## src/rtl/assert_macros.svh

```systemverilog
// Assertion macros shared by the RTL of the read-register master.
// No dependencies; included by the files that carry assertions.
`ifndef ASSERT_MACROS_SVH
`define ASSERT_MACROS_SVH

// Concurrent assertion on an explicit clock and active-low reset.
`define ASSERT_AT(label, clk, rstn, prop, msg) \
  label: assert property (@(posedge clk) disable iff (!rstn) prop) else $error(msg);

// Same, on the house clock and reset names.
`define ASSERT_STD(label, prop, msg) \
  `ASSERT_AT(label, clk_i, rst_ni, prop, msg)

`endif

```

## src/rtl/mrm_pkg.sv

```systemverilog
// Package of the Modbus RTU read-register master: item types, codes, CRC step.
// No dependencies.
package mrm_pkg;

  localparam int unsigned QUEUE_DEPTH = 2;

  typedef enum logic [1:0] {
    OP_START = 2'd0,
    OP_RX    = 2'd1,
    OP_TICK  = 2'd2
  } op_e;

  typedef enum logic [1:0] {
    ST_OK      = 2'd0,
    ST_CRC_ERR = 2'd1,
    ST_TIMEOUT = 2'd2
  } status_e;

  typedef enum logic {
    CMD_REQUEST = 1'b0,
    CMD_READING = 1'b1
  } cmd_kind_e;

  typedef enum logic {
    TX_IDLE = 1'b0,
    TX_SEND = 1'b1
  } tx_state_e;

  localparam logic [1:0] CFG_DEVICE_ADDRESS = 2'd0;
  localparam logic [1:0] CFG_TIMEOUT_TICKS  = 2'd1;

  localparam logic [7:0]  DEVICE_ADDRESS_RST = 8'h12;
  localparam logic [15:0] TIMEOUT_TICKS_RST  = 16'd1000;
  localparam logic [7:0]  FUNC_READ_HOLDING  = 8'h03;
  localparam logic [7:0]  QUANTITY_ONE       = 8'h01;
  localparam logic [15:0] CRC_INIT           = 16'hFFFF;
  localparam logic [15:0] CRC_POLY           = 16'hA001;

  // response byte positions
  localparam logic [2:0] RX_VALUE_HI = 3'd3;
  localparam logic [2:0] RX_VALUE_LO = 3'd4;
  localparam logic [2:0] RX_CRC_LO   = 3'd5;
  localparam logic [2:0] RX_CRC_HI   = 3'd6;

  // request byte positions
  localparam logic [2:0] TX_FUNC   = 3'd1;
  localparam logic [2:0] TX_REG_HI = 3'd2;
  localparam logic [2:0] TX_REG_LO = 3'd3;
  localparam logic [2:0] TX_QTY_HI = 3'd4;
  localparam logic [2:0] TX_QTY_LO = 3'd5;
  localparam logic [2:0] TX_CRC_LO = 3'd6;
  localparam logic [2:0] TX_CRC_HI = 3'd7;

  typedef struct packed {
    logic [1:0] operation;
    logic [7:0] register_address;
    logic [7:0] rx_byte;
  } in_item_t;

  typedef struct packed {
    logic        is_reading;
    logic [7:0]  tx_byte;
    logic        last;
    logic [15:0] value;
    logic [1:0]  status;
  } out_item_t;

  // command handed from front to back
  typedef struct packed {
    cmd_kind_e   kind;
    logic [7:0]  dev_addr;
    logic [7:0]  reg_addr;
    logic [15:0] value;
    status_e     status;
  } cmd_t;

  // CRC-16/MODBUS, one byte, reflected polynomial
  function automatic logic [15:0] crc_byte(input logic [15:0] crc_in, input logic [7:0] b);
    logic [15:0] c;
    c = crc_in ^ {8'h00, b};
    for (int k = 0; k < 8; k++) begin
      if (c[0]) begin
        c = (c >> 1) ^ CRC_POLY;
      end else begin
        c = c >> 1;
      end
    end
    return c;
  endfunction

endpackage

```

## src/rtl/mrm_fifo.sv

```systemverilog
// Small register-based command queue between front and back.
// Generic width; no package dependency.
`include "assert_macros.svh"
module mrm_fifo #(
  parameter int unsigned WIDTH = 8,
  parameter int unsigned DEPTH = 2
) (
  input  logic             clk_i,
  input  logic             rst_ni,
  input  logic             push_i,
  input  logic [WIDTH-1:0] push_data_i,
  output logic             push_ready_o,
  input  logic             pop_i,
  output logic             pop_valid_o,
  output logic [WIDTH-1:0] pop_data_o
);
  localparam int unsigned PTR_W = (DEPTH > 1) ? $clog2(DEPTH) : 1;
  localparam int unsigned CNT_W = $clog2(DEPTH + 1);

  logic [WIDTH-1:0] mem_q [DEPTH];
  logic [PTR_W-1:0] wr_ptr_q, wr_ptr_d, rd_ptr_q, rd_ptr_d;
  logic [CNT_W-1:0] cnt_q, cnt_d;
  logic             do_push, do_pop;

  assign push_ready_o = (cnt_q != CNT_W'(DEPTH));
  assign pop_valid_o  = (cnt_q != '0);
  assign pop_data_o   = mem_q[rd_ptr_q];
  assign do_push      = push_i && push_ready_o;
  assign do_pop       = pop_i && pop_valid_o;

  always_comb begin
    wr_ptr_d = wr_ptr_q;
    rd_ptr_d = rd_ptr_q;
    cnt_d    = cnt_q;
    if (do_push) begin
      wr_ptr_d = (wr_ptr_q == PTR_W'(DEPTH - 1)) ? '0 : wr_ptr_q + PTR_W'(1);
    end
    if (do_pop) begin
      rd_ptr_d = (rd_ptr_q == PTR_W'(DEPTH - 1)) ? '0 : rd_ptr_q + PTR_W'(1);
    end
    if (do_push && !do_pop) begin
      cnt_d = cnt_q + CNT_W'(1);
    end else if (do_pop && !do_push) begin
      cnt_d = cnt_q - CNT_W'(1);
    end
  end

  always_ff @(posedge clk_i or negedge rst_ni) begin
    if (!rst_ni) begin
      wr_ptr_q <= '0;
      rd_ptr_q <= '0;
      cnt_q    <= '0;
    end else begin
      wr_ptr_q <= wr_ptr_d;
      rd_ptr_q <= rd_ptr_d;
      cnt_q    <= cnt_d;
    end
  end

  always_ff @(posedge clk_i) begin
    if (do_push) begin
      mem_q[wr_ptr_q] <= push_data_i;
    end
  end

  `ASSERT_STD(a_fifo_bound, cnt_q <= CNT_W'(DEPTH), "queue count beyond depth")
  `ASSERT_STD(a_fifo_cnt_track,
    (do_push && !do_pop) |=> (cnt_q == $past(cnt_q) + CNT_W'(1)),
    "queue count lost a push")

endmodule

```

## src/rtl/mrm_front.sv

```systemverilog
// Front end: config registers, response gathering, CRC check and timeout.
// Depends on mrm_pkg; pushes commands into the queue.
`include "assert_macros.svh"
module mrm_front import mrm_pkg::*; (
  input  logic        clk_i,
  input  logic        rst_ni,
  input  logic        in_valid_i,
  output logic        in_ready_o,
  input  in_item_t    in_item_i,
  input  logic        cfg_valid_i,
  input  logic [1:0]  cfg_index_i,
  input  logic [15:0] cfg_data_i,
  output logic        push_o,
  output cmd_t        push_data_o,
  input  logic        push_ready_i
);
  logic [7:0]  dev_addr_q;
  logic [15:0] timeout_q;
  logic        waiting_q, waiting_d;
  logic [2:0]  rx_cnt_q, rx_cnt_d;
  logic [15:0] rx_crc_q, rx_crc_d;
  logic [15:0] value_q, value_d;
  logic [7:0]  crc_lo_q, crc_lo_d;
  logic [15:0] tick_q, tick_d;
  logic [16:0] tick_next;
  logic        accept;

  assign in_ready_o = push_ready_i;
  assign accept     = in_valid_i && in_ready_o;
  assign tick_next  = {1'b0, tick_q} + 17'd1;

  always_comb begin
    waiting_d   = waiting_q;
    rx_cnt_d    = rx_cnt_q;
    rx_crc_d    = rx_crc_q;
    value_d     = value_q;
    crc_lo_d    = crc_lo_q;
    tick_d      = tick_q;
    push_o      = 1'b0;
    push_data_o = '0;
    if (accept) begin
      case (op_e'(in_item_i.operation))
        OP_START: begin
          push_o               = 1'b1;
          push_data_o.kind     = CMD_REQUEST;
          push_data_o.dev_addr = dev_addr_q;
          push_data_o.reg_addr = in_item_i.register_address;
          waiting_d = 1'b1;
          rx_cnt_d  = '0;
          rx_crc_d  = CRC_INIT;
          value_d   = '0;
          crc_lo_d  = '0;
          tick_d    = '0;
        end
        OP_RX: begin
          if (waiting_q) begin
            if (rx_cnt_q < RX_CRC_LO) begin
              rx_crc_d = crc_byte(rx_crc_q, in_item_i.rx_byte);
              if (rx_cnt_q == RX_VALUE_HI) begin
                value_d[15:8] = in_item_i.rx_byte;
              end else if (rx_cnt_q == RX_VALUE_LO) begin
                value_d[7:0] = in_item_i.rx_byte;
              end
              rx_cnt_d = rx_cnt_q + 3'd1;
            end else if (rx_cnt_q == RX_CRC_LO) begin
              crc_lo_d = in_item_i.rx_byte;
              rx_cnt_d = RX_CRC_HI;
            end else begin
              push_o             = 1'b1;
              push_data_o.kind   = CMD_READING;
              push_data_o.value  = value_q;
              push_data_o.status = ({in_item_i.rx_byte, crc_lo_q} == rx_crc_q) ?
                                   ST_OK : ST_CRC_ERR;
              waiting_d = 1'b0;
              rx_cnt_d  = '0;
            end
          end
        end
        OP_TICK: begin
          if (waiting_q) begin
            tick_d = tick_next[15:0];
            if (tick_next >= {1'b0, timeout_q}) begin
              push_o             = 1'b1;
              push_data_o.kind   = CMD_READING;
              push_data_o.status = ST_TIMEOUT;
              waiting_d = 1'b0;
              rx_cnt_d  = '0;
            end
          end
        end
        default: ;
      endcase
    end
  end

  always_ff @(posedge clk_i or negedge rst_ni) begin
    if (!rst_ni) begin
      dev_addr_q <= DEVICE_ADDRESS_RST;
      timeout_q  <= TIMEOUT_TICKS_RST;
    end else if (cfg_valid_i) begin
      case (cfg_index_i)
        CFG_DEVICE_ADDRESS: dev_addr_q <= cfg_data_i[7:0];
        CFG_TIMEOUT_TICKS:  timeout_q  <= cfg_data_i;
        default: ;
      endcase
    end
  end

  always_ff @(posedge clk_i or negedge rst_ni) begin
    if (!rst_ni) begin
      waiting_q <= 1'b0;
      rx_cnt_q  <= '0;
      rx_crc_q  <= CRC_INIT;
      value_q   <= '0;
      crc_lo_q  <= '0;
      tick_q    <= '0;
    end else begin
      waiting_q <= waiting_d;
      rx_cnt_q  <= rx_cnt_d;
      rx_crc_q  <= rx_crc_d;
      value_q   <= value_d;
      crc_lo_q  <= crc_lo_d;
      tick_q    <= tick_d;
    end
  end

  `ASSERT_STD(a_front_start_arms,
    (accept && (in_item_i.operation == OP_START)) |=> (waiting_q && (rx_cnt_q == '0)),
    "start did not arm the response gatherer")

endmodule

```

## src/rtl/mrm_back.sv

```systemverilog
// Back end: expands request commands into eight frame bytes, passes readings.
// Depends on mrm_pkg; owns the output register.
`include "assert_macros.svh"
module mrm_back import mrm_pkg::*; (
  input  logic      clk_i,
  input  logic      rst_ni,
  input  logic      cmd_valid_i,
  input  cmd_t      cmd_i,
  output logic      cmd_pop_o,
  output logic      out_valid_o,
  input  logic      out_ready_i,
  output out_item_t out_item_o
);
  tx_state_e   state_q, state_d;
  logic [2:0]  idx_q, idx_d;
  logic [15:0] crc_q, crc_d;
  logic [7:0]  reg_q, reg_d;
  logic        out_valid_q, out_valid_d;
  out_item_t   out_q, out_d;
  logic        load;
  logic [7:0]  cur_byte;

  assign load        = !out_valid_q || out_ready_i;
  assign out_valid_o = out_valid_q;
  assign out_item_o  = out_q;

  always_comb begin
    case (idx_q)
      TX_FUNC:   cur_byte = FUNC_READ_HOLDING;
      TX_REG_HI: cur_byte = 8'h00;
      TX_REG_LO: cur_byte = reg_q;
      TX_QTY_HI: cur_byte = 8'h00;
      TX_QTY_LO: cur_byte = QUANTITY_ONE;
      TX_CRC_LO: cur_byte = crc_q[7:0];
      TX_CRC_HI: cur_byte = crc_q[15:8];
      default:   cur_byte = 8'h00;
    endcase
  end

  // next state
  always_comb begin
    state_d = state_q;
    case (state_q)
      TX_IDLE: if (load && cmd_valid_i && (cmd_i.kind == CMD_REQUEST)) state_d = TX_SEND;
      TX_SEND: if (load && (idx_q == TX_CRC_HI)) state_d = TX_IDLE;
      default: state_d = TX_IDLE;
    endcase
  end

  // outputs and datapath
  always_comb begin
    out_valid_d = out_valid_q;
    out_d       = out_q;
    cmd_pop_o   = 1'b0;
    idx_d       = idx_q;
    crc_d       = crc_q;
    reg_d       = reg_q;
    if (load) begin
      out_valid_d = 1'b0;
      case (state_q)
        TX_SEND: begin
          out_valid_d   = 1'b1;
          out_d         = '0;
          out_d.tx_byte = cur_byte;
          out_d.last    = (idx_q == TX_CRC_HI);
          // CRC covers the six header bytes only; hold it for the two CRC bytes
          if (idx_q < TX_CRC_LO) begin
            crc_d = crc_byte(crc_q, cur_byte);
          end
          idx_d         = idx_q + 3'd1;
        end
        TX_IDLE: begin
          if (cmd_valid_i) begin
            cmd_pop_o   = 1'b1;
            out_valid_d = 1'b1;
            out_d       = '0;
            if (cmd_i.kind == CMD_REQUEST) begin
              out_d.tx_byte = cmd_i.dev_addr;
              crc_d         = crc_byte(CRC_INIT, cmd_i.dev_addr);
              reg_d         = cmd_i.reg_addr;
              idx_d         = TX_FUNC;
            end else begin
              out_d.is_reading = 1'b1;
              out_d.value      = cmd_i.value;
              out_d.status     = cmd_i.status;
            end
          end
        end
        default: ;
      endcase
    end
  end

  always_ff @(posedge clk_i or negedge rst_ni) begin
    if (!rst_ni) begin
      state_q     <= TX_IDLE;
      idx_q       <= '0;
      out_valid_q <= 1'b0;
    end else begin
      state_q     <= state_d;
      idx_q       <= idx_d;
      out_valid_q <= out_valid_d;
    end
  end

  always_ff @(posedge clk_i) begin
    crc_q <= crc_d;
    reg_q <= reg_d;
    out_q <= out_d;
  end

  `ASSERT_STD(a_back_send_idx, (state_q == TX_SEND) |-> (idx_q != '0),
    "frame sequencer at byte zero while sending")
  `ASSERT_STD(a_back_no_pop_busy, (state_q == TX_SEND) |-> !cmd_pop_o,
    "command taken in the middle of a frame")
  `ASSERT_STD(a_back_last_tx, (out_valid_q && out_q.last) |-> !out_q.is_reading,
    "last flag on a reading result")

endmodule

```

## src/rtl/modbus_rtu_read_register_master.sv

```systemverilog
// Top level of the Modbus RTU read-register master: front, command queue, back.
// Depends on mrm_pkg, mrm_front, mrm_fifo, mrm_back.
//
//  channel | dir | handshake                 | payload
//  --------+-----+---------------------------+----------------------------------
//  in      | in  | in_valid_i / in_ready_o   | in_item_i  (op, register, rx byte)
//  out     | out | out_valid_o / out_ready_i | out_item_o (tx byte or reading)
//  cfg     | in  | cfg_valid_i / cfg_ready_o | cfg_index_i, cfg_data_i
//
// The front takes one item per cycle while the command queue has room; byte and
// tick items settle in that cycle. A start item becomes eight output items, one
// per cycle from the back's frame sequencer unless the output stalls (its CRC
// runs one byte per cycle), and the back pops no new command until the frame's
// last byte is loaded; a reading leaves as one output item. Results pass through
// the command queue and the back's output register. Reset is asynchronous,
// active low; no clearing pass. The cfg port is always ready. An output stall
// holds the output register and, once the queue fills, stalls the input.
module modbus_rtu_read_register_master import mrm_pkg::*; #(
  parameter int unsigned QUEUE_DEPTH_P = QUEUE_DEPTH
) (
  input  logic        clk_i,
  input  logic        rst_ni,
  input  logic        in_valid_i,
  output logic        in_ready_o,
  input  in_item_t    in_item_i,
  output logic        out_valid_o,
  input  logic        out_ready_i,
  output out_item_t   out_item_o,
  input  logic        cfg_valid_i,
  output logic        cfg_ready_o,
  input  logic [1:0]  cfg_index_i,
  input  logic [15:0] cfg_data_i
);
  logic push, push_ready, pop, pop_valid;
  cmd_t push_cmd, pop_cmd;
  logic [$bits(cmd_t)-1:0] pop_bits;

  assign cfg_ready_o = 1'b1;

  mrm_front u_front (
    .clk_i        (clk_i),
    .rst_ni       (rst_ni),
    .in_valid_i   (in_valid_i),
    .in_ready_o   (in_ready_o),
    .in_item_i    (in_item_i),
    .cfg_valid_i  (cfg_valid_i),
    .cfg_index_i  (cfg_index_i),
    .cfg_data_i   (cfg_data_i),
    .push_o       (push),
    .push_data_o  (push_cmd),
    .push_ready_i (push_ready)
  );

  mrm_fifo #(
    .WIDTH ($bits(cmd_t)),
    .DEPTH (QUEUE_DEPTH_P)
  ) u_queue (
    .clk_i        (clk_i),
    .rst_ni       (rst_ni),
    .push_i       (push),
    .push_data_i  (push_cmd),
    .push_ready_o (push_ready),
    .pop_i        (pop),
    .pop_valid_o  (pop_valid),
    .pop_data_o   (pop_bits)
  );

  assign pop_cmd = cmd_t'(pop_bits);

  mrm_back u_back (
    .clk_i       (clk_i),
    .rst_ni      (rst_ni),
    .cmd_valid_i (pop_valid),
    .cmd_i       (pop_cmd),
    .cmd_pop_o   (pop),
    .out_valid_o (out_valid_o),
    .out_ready_i (out_ready_i),
    .out_item_o  (out_item_o)
  );

endmodule

```

## config.mk

```make
export PLATFORM = sky130hd
export DESIGN_NAME = modbus_rtu_read_register_master
export DESIGN_NICKNAME = d
export VERILOG_FILES = /design/src/rtl/mrm_pkg.sv /design/src/rtl/mrm_fifo.sv /design/src/rtl/mrm_front.sv /design/src/rtl/mrm_back.sv /design/src/rtl/modbus_rtu_read_register_master.sv
export VERILOG_INCLUDE_DIRS = /design/src /design/src/rtl
export SDC_FILE = /design/constraint.sdc
export NUM_CORES = 1
export LEC_CHECK = 0
export BUFFER_PORTS_ARGS = -buffer_cell sky130_fd_sc_hd__buf_2
export CORE_ASPECT_RATIO = 2
export CORE_MARGIN = 2
export CORE_UTILIZATION = 45
export CTS_CLUSTER_DIAMETER = 40
export DETAILED_ROUTE_END_ITERATION = 16
export GPL_ROUTABILITY_DRIVEN = 0
export HOLD_SLACK_MARGIN = 0.08
export SLEW_MARGIN = 15
export SYNTH_ARGS = -nofsm -noshare
export SYNTH_HDL_FRONTEND = slang
export SYNTH_SLANG_ARGS = --single-unit
```

## constraint.sdc

```tcl
create_clock -name clk_i -period 11.9 [get_ports clk_i]
set_clock_uncertainty 0.05 [all_clocks]
set_input_delay 2.975 -clock clk_i [delete_from_list [all_inputs] [get_ports clk_i]]
set_output_delay 2.975 -clock clk_i [all_outputs]
set_load 0.02 [all_outputs]
```

==> impl_metrics.env <==
export IMPL_ys_seq_area_share_pct=56.71
export IMPL_area_delta_synth_final_pct=12.10
export IMPL_max_slew_margin_pct=29.25
export IMPL_via_count=6990
export IMPL_reg2reg_from="u_front.tick_q[0]"
export IMPL_cp_data_required_time_ns=11.97
export IMPL_drtAntennaViolNets=0
export IMPL_avgSynthCellArea_um2=11.75
export IMPL_synth_area_top_cells="edfxtp_1 (35%), dfrtp_1 (16%), dfstp_2 (5.9%)"
export IMPL_core_area_um2=23230
export IMPL_hold_path_startpoint="u_front.value_q[7]"
export IMPL_peakVddDrop_v=0.0001808
export IMPL_seq_power_share_pct=40.8
export IMPL_grt_use_total_pct=19.14
export IMPL_yosysTopAreaCellShare_pct=34.50
export IMPL_fin_tns_setup_ns=0
export IMPL_avgRoutedWirePerCell_um=18.97
export IMPL_antenna_found_initial=0
export IMPL_gr_total_overflow=0
export IMPL_hold_path_depth=2
export IMPL_drtIter0Drc=431
export IMPL_clkPwrFrac_pct=23.0
export IMPL_end_kind="flop"
export IMPL_dieHeight_um=221.2
export IMPL_ys_types=60
export IMPL_ioPinCount=72
export IMPL_finalCritPeriodShare_pct=47.71
export IMPL_final_setup_viol_count=0
export IMPL_r2r_end="u_queue.mem_q[1][1]"
export IMPL_numPortBuffers=70
export IMPL_sw_frac_of_total_pct=36.03
export IMPL_placed_cell_area_um2=11230
export IMPL_synthCells=904
export IMPL_dieArea_um2=24910
export IMPL_drt_total_wl_mm=23.90
export IMPL_rsz0062_at_grt="false"
export IMPL_rr_worst_depth=14
export IMPL_max_freq_ghz=0.1761
export IMPL_synth_seq_cells=215
export IMPL_synth_common_cells="edfxtp_1 (122), nand2_1 (80), dfrtp_1 (69)"
export IMPL_yosys_area_top_type="edfxtp_1"
export IMPL_worst_pin_slew_ns=1.059
export IMPL_power_leakage_nw=4.899
export IMPL_grt_pass1_wl_mm=37.88
export IMPL_start_util_pct=45.71
export IMPL_r2r_slack_ns=7.31
export IMPL_antenna_cells=0
export IMPL_clkLatencyLatePin_ns=0.51
export IMPL_netlist_area_um2=10620
export IMPL_synth_nets=976
export IMPL_holdBufCountCts=0
export IMPL_tritoncts="built"
export IMPL_drv_cap=0
export IMPL_fillers=2122
export IMPL_hp_class="reg -> reg"
export IMPL_synth_edf_count=122
export IMPL_powerDensity_nw_per_um2=238.3
export IMPL_row_count=79
export IMPL_hpwl_mm=17.37
export IMPL_seq_area_um2=6022
export IMPL_min_to="u_front.value_q[7]"
export IMPL_cts_root_buf="clkbuf_16"
export IMPL_status="finished clean"
export IMPL_switching_power_w=0.001022
export IMPL_path_clk_slew_ns=0.07
export IMPL_htree_levels=1
export IMPL_final_area_um2=11900
export IMPL_finalMaxSlewViolations=0
export IMPL_yosysMostFrequentCell="edfxtp_1"
export IMPL_multi_input_area_um2=4335
export IMPL_async_reset_ff_share_pct=43.26
export IMPL_cts_made_buffers=21
export IMPL_ctsLongestPathBuffers=3
export IMPL_hold_viol=0
export IMPL_cts_resized=0
export IMPL_layout_drive_gt1_share_pct=18.83
export IMPL_start_kind="primary input"
export IMPL_finalCriticalPeriod_ns=5.677
export IMPL_yosysWarnings=0
export IMPL_crit_arrival_ns=5.75
export IMPL_avgViaCountPerCell=5.548
export IMPL_comb_power_share_pct=36.3
export IMPL_yosys_most_used_dff="edfxtp_1"
export IMPL_drt_pre_antenna_iters=5
export IMPL_crit_fanout=35
export IMPL_grt_max_degree=63
export IMPL_first_global_vias=7245
export IMPL_nNetsFinal=1034
export IMPL_cts_num_sinks=215
export IMPL_p_int_w=0.001814
export IMPL_drc_errors=0
export IMPL_die_w_um=112.6
export IMPL_post_cts_setup_buffers=0
export IMPL_setup_worst_path_class="in -> reg"
through the flow:
stage	power [W]	hold WS [ns]	utilization (%)	setup slack, ns	std cells
after floorplan	0.001930	0.3918	-	5.724	904
after global placement	0.002190	0.4171	48.32	5.809	1222
after detailed placement	0.002205	0.4184	48.36	5.700	1222
after CTS	0.002868	0.4342	51.24	6.184	1260
after global routing	0.003003	0.4622	51.24	5.868	1260
final	0.002836	0.4312	51.24	6.223	1260
critical path, stage by stage:
cell and delay, ns:
buf_2 0.12, inv_1 0.08, ha_1 0.54, inv_1 0.32
o31ai_1 0.30, a21oi_1 0.10, nor3_1 0.23, o41ai_2 0.22
nor2_4 0.85
state kept, by name, indices dropped and copies added, names as in the netlist, 2 cells and up:
signal	flops
u_front.crc_lo_q	8
u_front.rx_cnt_q	3
u_back.crc_q	16
u_front.value_q	16
u_back.reg_q	8
u_back.idx_q	3
u_front.rx_crc_q	16
u_back.out_item_o	28
u_front.dev_addr_q	8
u_queue.cnt_q	2
u_queue.mem_q	70
u_front.tick_q	16
u_front.timeout_q	16
cells in the final DEF, fill, tap and decap left out, types with 12 or more instances in the layout:
cell	instances
and3_1	18
clkbuf_16	21
o21ai_1	13
a22o_1	14
mux2_2	34
a21o_1	12
nor2_1	48
nand3_1	20
dfstp_2	24
o21ai_0	43
o22a_1	14
xnor2_1	40
mux2i_1	36
dfrtp_1	68
inv_1	29
buf_2	69
and2_1	22
o22ai_1	12
edfxtp_1	122
a21oi_1	35
ha_1	31
nand2_1	80
xor2_1	44
area by class of cell:
| class | count | share of cell area (%) |
|---|---|---|
| Multi-Input combinational cell | 617 | 36.42 |
| Sequential cell | 215 | 50.59 |
| Inverter | 29 | 0.9145 |
| Timing Repair Buffer | 78 | 3.469 |
| Clock inverter | 14 | 1.030 |
| Clock buffer | 24 | 4.594 |
| Tap cell | 283 | 2.975 |
cells by family after synthesis:
family | after synthesis | share of synthesized area [%]
mux | 70 | 7.000
simple gates | 240 | 10.77
compound gates | 190 | 11.90
xor+xnor | 85 | 7.153
other cells | 1 | 0.03532
buf+inv | 72 | 2.781
fa+ha+maj | 31 | 3.653
flops | 215 | 56.71
worst max-delay path by stage:
stage / cells after the start / endpoint / from
after floorplan: 9 / u_queue.mem_q[0][0] / in_item_i[17]
after global placement: 9 / u_queue.mem_q[0][8] / in_item_i[17]
after detailed placement: 9 / u_queue.mem_q[1][9] / in_item_i[17]
after CTS: 9 / u_queue.mem_q[1][28] / in_item_i[17]
after global routing: 9 / u_queue.mem_q[1][4] / in_item_i[17]
final: 9 / u_queue.mem_q[1][1] / in_item_i[17]
per-layer routing:
layer | GRT usage (%) | up-vias | part of all wire, %
met4 | 9.559 | 0 | 4.8
met2 | 37.11 | 132 | 57
met3 | 2.109 | 60 | 2.9
met5 | 0 | - | 0
li1 | - | 3386 | -
met1 | 19.69 | 3412 | 35
power by group through the flow:
stage / logic (W) / clock network (W) / registers (W)
2_1_floorplan: 0.000783 / 0 / 0.00115
3_3_place_gp: 0.00102 / 0 / 0.00117
3_5_place_dp: 0.00103 / 0 / 0.00117
4_1_cts: 0.00104 / 0.000671 / 0.00116
5_1_grt: 0.00113 / 0.000696 / 0.00118
6_report: 0.00103 / 0.000651 / 0.00116
(Power assumes the default switching activity.)
